<file path="config.mk">
export PLATFORM = sky130hd
export DESIGN_NAME = erme_divider
export DESIGN_NICKNAME = d
export VERILOG_FILES = /design/src/erme_pkg.sv /design/src/erme_divider.sv
export SDC_FILE = /design/constraint.sdc
export NUM_CORES = 1
export LEC_CHECK = 0
export BUFFER_PORTS_ARGS = -buffer_cell sky130_fd_sc_hd__buf_2
export CAP_MARGIN = 40
export CORE_UTILIZATION = 40
export DETAILED_ROUTE_END_ITERATION = 12
export GPL_TIMING_DRIVEN = 0
export PLACE_DENSITY = 0.75
export SLEW_MARGIN = 25
export SYNTH_ARGS = -nofsm -noshare
export SYNTH_HDL_FRONTEND = slang
export SYNTH_SLANG_ARGS = --single-unit
</file>
<file path="constraint.sdc">
create_clock -name clk -period 4.56 [get_ports clk]
set_input_delay 0.912 -clock clk [delete_from_list [all_inputs] [get_ports clk]]
set_output_delay 0.912 -clock clk [all_outputs]
set_load 0.02 [all_outputs]
</file>
<file path="src/erme_pkg.sv">
`timescale 1ns / 1ps
package erme_pkg;

  localparam int RingDepth = 32;
  localparam int IdxW = $clog2(RingDepth);
  localparam int CntW = $clog2(RingDepth + 1);
  localparam int MedRank = RingDepth / 2;
  localparam logic [23:0] RateScale = 24'd16000000;
  localparam logic [25:0] TimeoutReset = 26'd3000000;

  localparam logic [1:0] ModeSync = 2'd0;
  localparam logic [1:0] ModeMotion = 2'd1;

  typedef struct packed {
    logic [1:0] mode;
    logic [63:0] timestamp_us;
    logic signed [31:0] motion_value;
  } in_item_t;

  typedef struct packed {
    logic signed [31:0] distance;
    logic [23:0] peak_rate;
    logic was_reset;
  } out_item_t;

  typedef enum logic [3:0] {
    ST_IDLE,
    ST_GAP_RD,
    ST_GAP_WAIT,
    ST_GAP_NEXT,
    ST_RANK_RD,
    ST_RANK_WAIT,
    ST_RANK_CMP,
    ST_DIV,
    ST_DONE,
    ST_OUT
  } state_t;

endpackage

</file>
<file path="src/erme_divider.sv">
`timescale 1ns / 1ps
module erme_divider (
  input  logic        clk,
  input  logic        rst,
  input  logic        start,
  input  logic [63:0] divisor,
  output logic        busy,
  output logic [23:0] quotient
);
  import erme_pkg::*;

  logic [4:0]  count;
  logic [24:0] rem;
  logic [23:0] quo;
  logic [64:0] trial;
  logic [24:0] shifted;

  assign shifted = {rem[23:0], quo[23]};
  assign trial = {40'd0, shifted} - {1'b0, divisor};
  assign quotient = quo;

  // Restoring division, one quotient bit per cycle.
  always_ff @(posedge clk) begin
    if (rst) begin
      busy <= 1'b0;
      count <= '0;
    end else if (start) begin
      busy <= 1'b1;
      count <= 5'd24;
      rem <= '0;
      quo <= RateScale;
    end else if (busy) begin
      if (!trial[64]) begin
        rem <= trial[24:0];
        quo <= {quo[22:0], 1'b1};
      end else begin
        rem <= shifted;
        quo <= {quo[22:0], 1'b0};
      end
      count <= count - 5'd1;
      if (count == 5'd1) begin
        busy <= 1'b0;
      end
    end
  end

  assert property (@(posedge clk) disable iff (rst) start |=> busy)
    else $error("divider did not start");
  assert property (@(posedge clk) disable iff (rst) busy |-> count != 5'd0)
    else $error("divider count underflow");
  assert property (@(posedge clk) disable iff (rst) (busy && count == 5'd1) |=> !busy)
    else $error("divider overran");

endmodule

</file>
# Word-level counts from Yosys, hierarchy flattened
# Cells that the tools add are included.
op_classes:
  add_sub_neg: 2
  eq_ne: 1
  muxes: 9
  bitwise: 1
  n_reduce_logical: 3
ops:
  columns: ["operator", "count"]
  rows:
  - ["$mux 24", 3]
  - ["$sub 25x64->65", 1]
  - ["$mux 5", 2]
  - ["$eq 5x1->1 const B", 1]
  - ["$sub 5x1->5 const B", 1]
  - ["$mux 1", 4]
  - ["$reduce_and 2->1", 1]
  - ["$reduce_bool 2->1", 1]
  - ["$reduce_or 2->1", 1]
  - ["$not 1->1", 1]
word_totals:
  reg_bits: 54
  input_bits: 67
  output_inout_bits: 25
  elab_cells: 21

# Logic depth before layout (Yosys ltp)
depth:
  depth_word: 4
  mapped_depth: 13
  depth_no_buf: 11

# Least setup slack after synthesis
# OpenSTA, ideal clock, no wires.
synth_timing:
  path_type: "input-to-reg"
  start: "input port start"
  end: "register quo[0], in the netlist quotient[0], enable pin"
  setup_time_ns: 0.454
  arrival_time_ns: 3.221
  required_ns: 4.106
  path_slack_ns: 0.885
  stages: 3
  path_buffers: 1
  cell_sequence: "clkbuf_1 -> nor2_1 -> nor2_1"
synth_between:
  elab_chain_cells: 2
synth_rtl:
  columns: ["item", "line", "source"]
  rows:
  - ["start: declaration", "erme_divider.sv:5", "input logic start,"]
  - ["$reduce_bool 2->1 (no source line)", null, null]
  - ["$reduce_and 2->1 (no source line)", null, null]
  - ["end signal: assignment", "erme_divider.sv:31", "quo <= RateScale;"]
  - ["end signal: assignment", "erme_divider.sv:35", "quo <= {quo[22:0], 1'b1};"]
  - ["end signal: assignment", "erme_divider.sv:38", "quo <= {quo[22:0], 1'b0};"]
  - ["end: declaration", "erme_divider.sv:14", "logic [23:0] quo;"]
# No other way between the ends.
# A chain may end at the register's enable or synchronous reset.

# Final worst setup path
layout_timing:
  start: "input port divisor[0]"
  end: "register rem[21], data pin"
layout_between:
  elab_chain_cells: 3
layout_rtl:
  columns: ["item", "line", "source"]
  rows:
  - ["start: declaration", "erme_divider.sv:6", "input logic [63:0] divisor,"]
  - ["$sub 25x64->65", "erme_divider.sv:19", "assign trial = {40'd0, shifted} - {1'b0, divisor};"]
  - ["$mux 24", "erme_divider.sv:33", "if (!trial[64]) begin"]
  - ["$mux 24", "erme_divider.sv:32", "end else if (busy) begin"]
  - ["end signal: assignment", "erme_divider.sv:34", "rem <= trial[24:0];"]
  - ["end signal: assignment", "erme_divider.sv:37", "rem <= shifted;"]
  - ["end: declaration", "erme_divider.sv:13", "logic [24:0] rem;"]
# No other way between the ends. The select of a mux whose other input is x is not followed.

==> reports/qor.yml <==
reg2reg_depth: 13
muxShareOfSynthArea_pct: 0
slew_headroom_pct: 63.2
required_ns: 4.75
p_sw_uw: 366
synth_compound_area_share_pct: 16.5
drt_iter0_markers: 123
antenna_cells: 0
worst_hold_path_type: "reg2reg"
fin_nets: 583
drc_errors: 2
io_pins: 92
synth_top_area_cell: "edfxtp_1"
hold_viol_final: 0
ys_seq_elements: 54
synth_edf_count: 48
finalInstanceArea_um2: 4430
die_x_um: 98.0
async_flop_share_pct: 0
numCtsBuffers: 5
reg2reg_setup_slack_ns: 1.59
synth_fp_nets: 483
timing.fmax_mhz: 309
synth_xor_area_share_pct: 4.76
critPathCaptureType: "register"
syn_area_per_cell_um2: 9.49
synth_flop_cell: "edfxtp_1"
rsz0062_at_grt: "no"
worstSetupStartpointType: "input pin"
ys_types: 55
place_area_um2: 4340
drtPass1Iterations: 8
powerDensity_nw_per_um2: 268
final_common_cell: "buf_2"
cts_resized: 0
hold_path_end: "count[1]$_SDFFE_PP0P_"
syn_inst: 388
io_buffers: 91
overflow: 0
dp_cells: 589
cts_setup_buffers: 0
routedWlPerCell_um: 14.2
fin_worst_skew_ns: 0.00830
setup_viol: 0
areaGrowthSynthToFinish_pct: 20.4
via_per_inst: 5.27
grt_pass1_wl_um: 14000
die_h_um: 98.0
r2r_start: "quotient[23]$_SDFFCE_PP1P_"
dieArea_um2: 9600
rows: 34
cts-root-buf: "clkbuf_8"
final_cells: 597
failed_checks: "design-rule violations"
core_area_um2: 8810
cts.clk_slew.worst_paths_ns: 0.10
worstHoldStart: "count[1]$_SDFFE_PP0P_"
arrival_ns: 3.43
synth_area_um2: 3680
worst_pin_slew_ns: 0.544
antenna_found_initial: 0
leakagePower_uw: 0.00198
synthAdderAreaFrac_pct: 9.71
pwr-share-seq_pct: 49.5
critPathKind: "in2reg"
cap_violations: 0
dp_hpwl_um: 6610
grt_max_degree: 27
cp_slowest_cell: "or4_1"
p_int_uw: 824
place.gp.congestion: 0.871
min_period_ns: 3.24
switching_share_pct: 30.8
timing.final.crit_share_pct: 71.1
crit_path_cell_trace: "buf_2 -> ha_1 -> fa_1 -> nor2b_4 -> o31a_4 -> o2111a_1 -> o211a_1 -> o2111ai_2 -> and2_4 -> buf_6 -> or4_1 -> nand3_1"
cts_tree: "done"
crit_fanout: 9
drive_gt1_share_pct: 25.6
routed_wl_um: 8460
crit_path_max_incr_delay_ns: 0.47
synthSimpleGateAreaFrac_pct: 21.3
peakVddDrop_v: 0.000205
cts.path.max_buffers: 2
fillerInstances: 847
yosys_warnings: 0
start_util_pct: 41.8
hold_buffers: 0
r2r_end: "rem[21]$_SDFFCE_PP0P_"
clock_sinks: 54
clk_latency_ns: 0.32
grt_pass1_vias: 3174
power_frac_clock_pct: 24.6
synth_top_area_share_pct: 39.1
slew_viol_final: 0
ant_nets: 0
yosysSeqAreaShare_pct: 42.4
vias: 3149
status: "finished with violations"
pwr-share-comb_pct: 25.9
h-tree-depth: 2
hold_path_depth: 2
synth_area_leaders: "edfxtp_1, ha_1, a21oi_1"
synth_top_family_by_area: "simple AND/OR/NAND/NOR gates"
layout_common_cells: "buf_2, edfxtp_1, nand2_1"
grt_use_total_pct: 18.0
routing by layer:
| layer | part of all wire [%] | vias to the layer above | wire (um) | global-route usage (%) |
|---|---|---|---|---|
| met5 | 0 | - | 0 | 0 |
| met4 | 1.0 | 0 | 88 | 5.48 |
| met3 | 5.7 | 8 | 485 | 4.15 |
| met2 | 48 | 98 | 4040 | 31.6 |
| met1 | 45 | 1454 | 3850 | 21.8 |
| li1 | - | 1589 | - | - |
synthesized netlist by cell type, types with 7 or more instances:
| cell | instances |
|---|---|
| edfxtp_1 | 48 |
| nand2_1 | 44 |
| a21oi_1 | 40 |
| inv_1 | 31 |
| ha_1 | 27 |
| nor2_1 | 19 |
| nor2b_1 | 19 |
| o21ai_0 | 11 |
| xnor2_1 | 11 |
| or2_2 | 10 |
| a21o_1 | 9 |
| nand3_1 | 9 |
| nor4_1 | 9 |
| xor2_1 | 9 |
| clkbuf_1 | 7 |
stage by stage:
step / util, % / setup WS (ns) / hold slack [ns] / power, uW / setup TNS, ns
final: 50.4 / 1.32 / 0.520 / 1190 / 0
after global routing: 50.4 / 1.16 / 0.549 / 1250 / 0
after CTS: 50.4 / 1.32 / 0.522 / 1200 / 0
after detailed placement: 49.2 / 1.01 / 0.507 / 906 / 0
after global placement: 48.5 / -0.257 / 0.498 / 891 / -12.39
after floorplan: - / 0.885 / 0.477 / 808 / 0
worst max-delay path, delay by kind of cell:
family,cells,cell delay [ns]
AOI/OAI and AO/OA,4,0.70
adders and majority gates,2,0.66
buffers and inverters,2,0.23
and+or+nand+nor,4,0.91
state kept, by name (all words and copies together) (netlist names):
signal and flops:
rem 24, count 5, quotient 24, busy 1
how the worst max path moves through the flow:
stage | slack, ns | startpoint | cells past startpoint | end
3_5_place_dp | 1.01 | divisor[0] | 12 | rem[21]$_SDFFCE_PP0P_
6_report | 1.32 | divisor[0] | 12 | rem[21]$_SDFFCE_PP0P_
4_1_cts | 1.32 | divisor[0] | 13 | rem[15]$_SDFFCE_PP0P_
2_1_floorplan | 0.88 | start | 3 | quotient[0]$_SDFFCE_PP0P_
3_3_place_gp | -0.26 | start | 4 | rem[16]$_SDFFCE_PP0P_
5_1_grt | 1.16 | divisor[0] | 13 | rem[19]$_SDFFCE_PP0P_
power by group through the flow:
stage	combinational, uW	sequential, uW	clock, uW
global placement	289	602	0
finish	308	589	293
global route	343	593	316
CTS	309	589	300
floorplan	195	613	0
detailed placement	306	599	0
layout make-up:
cell class,count,area [um^2],area share [%]
inverters,31,116,2.62
multi-input cells,290,1940,43.7
clock buffers,5,68.8,1.55
well taps,108,135,3.05
flip-flops and latches,54,1560,35.2
repair buffers,93,510,11.5
plain buffers,13,77.6,1.75
clock inverters,3,28.8,0.649
cells by family after synthesis:
| family | Yosys count |
|---|---|
| buf+inv | 44 |
| compound gates | 94 |
| simple gates | 148 |
| fa+ha+maj | 28 |
| xor+xnor | 20 |
| flops | 54 |
Note: power is estimated with default switching activity, not from simulation.
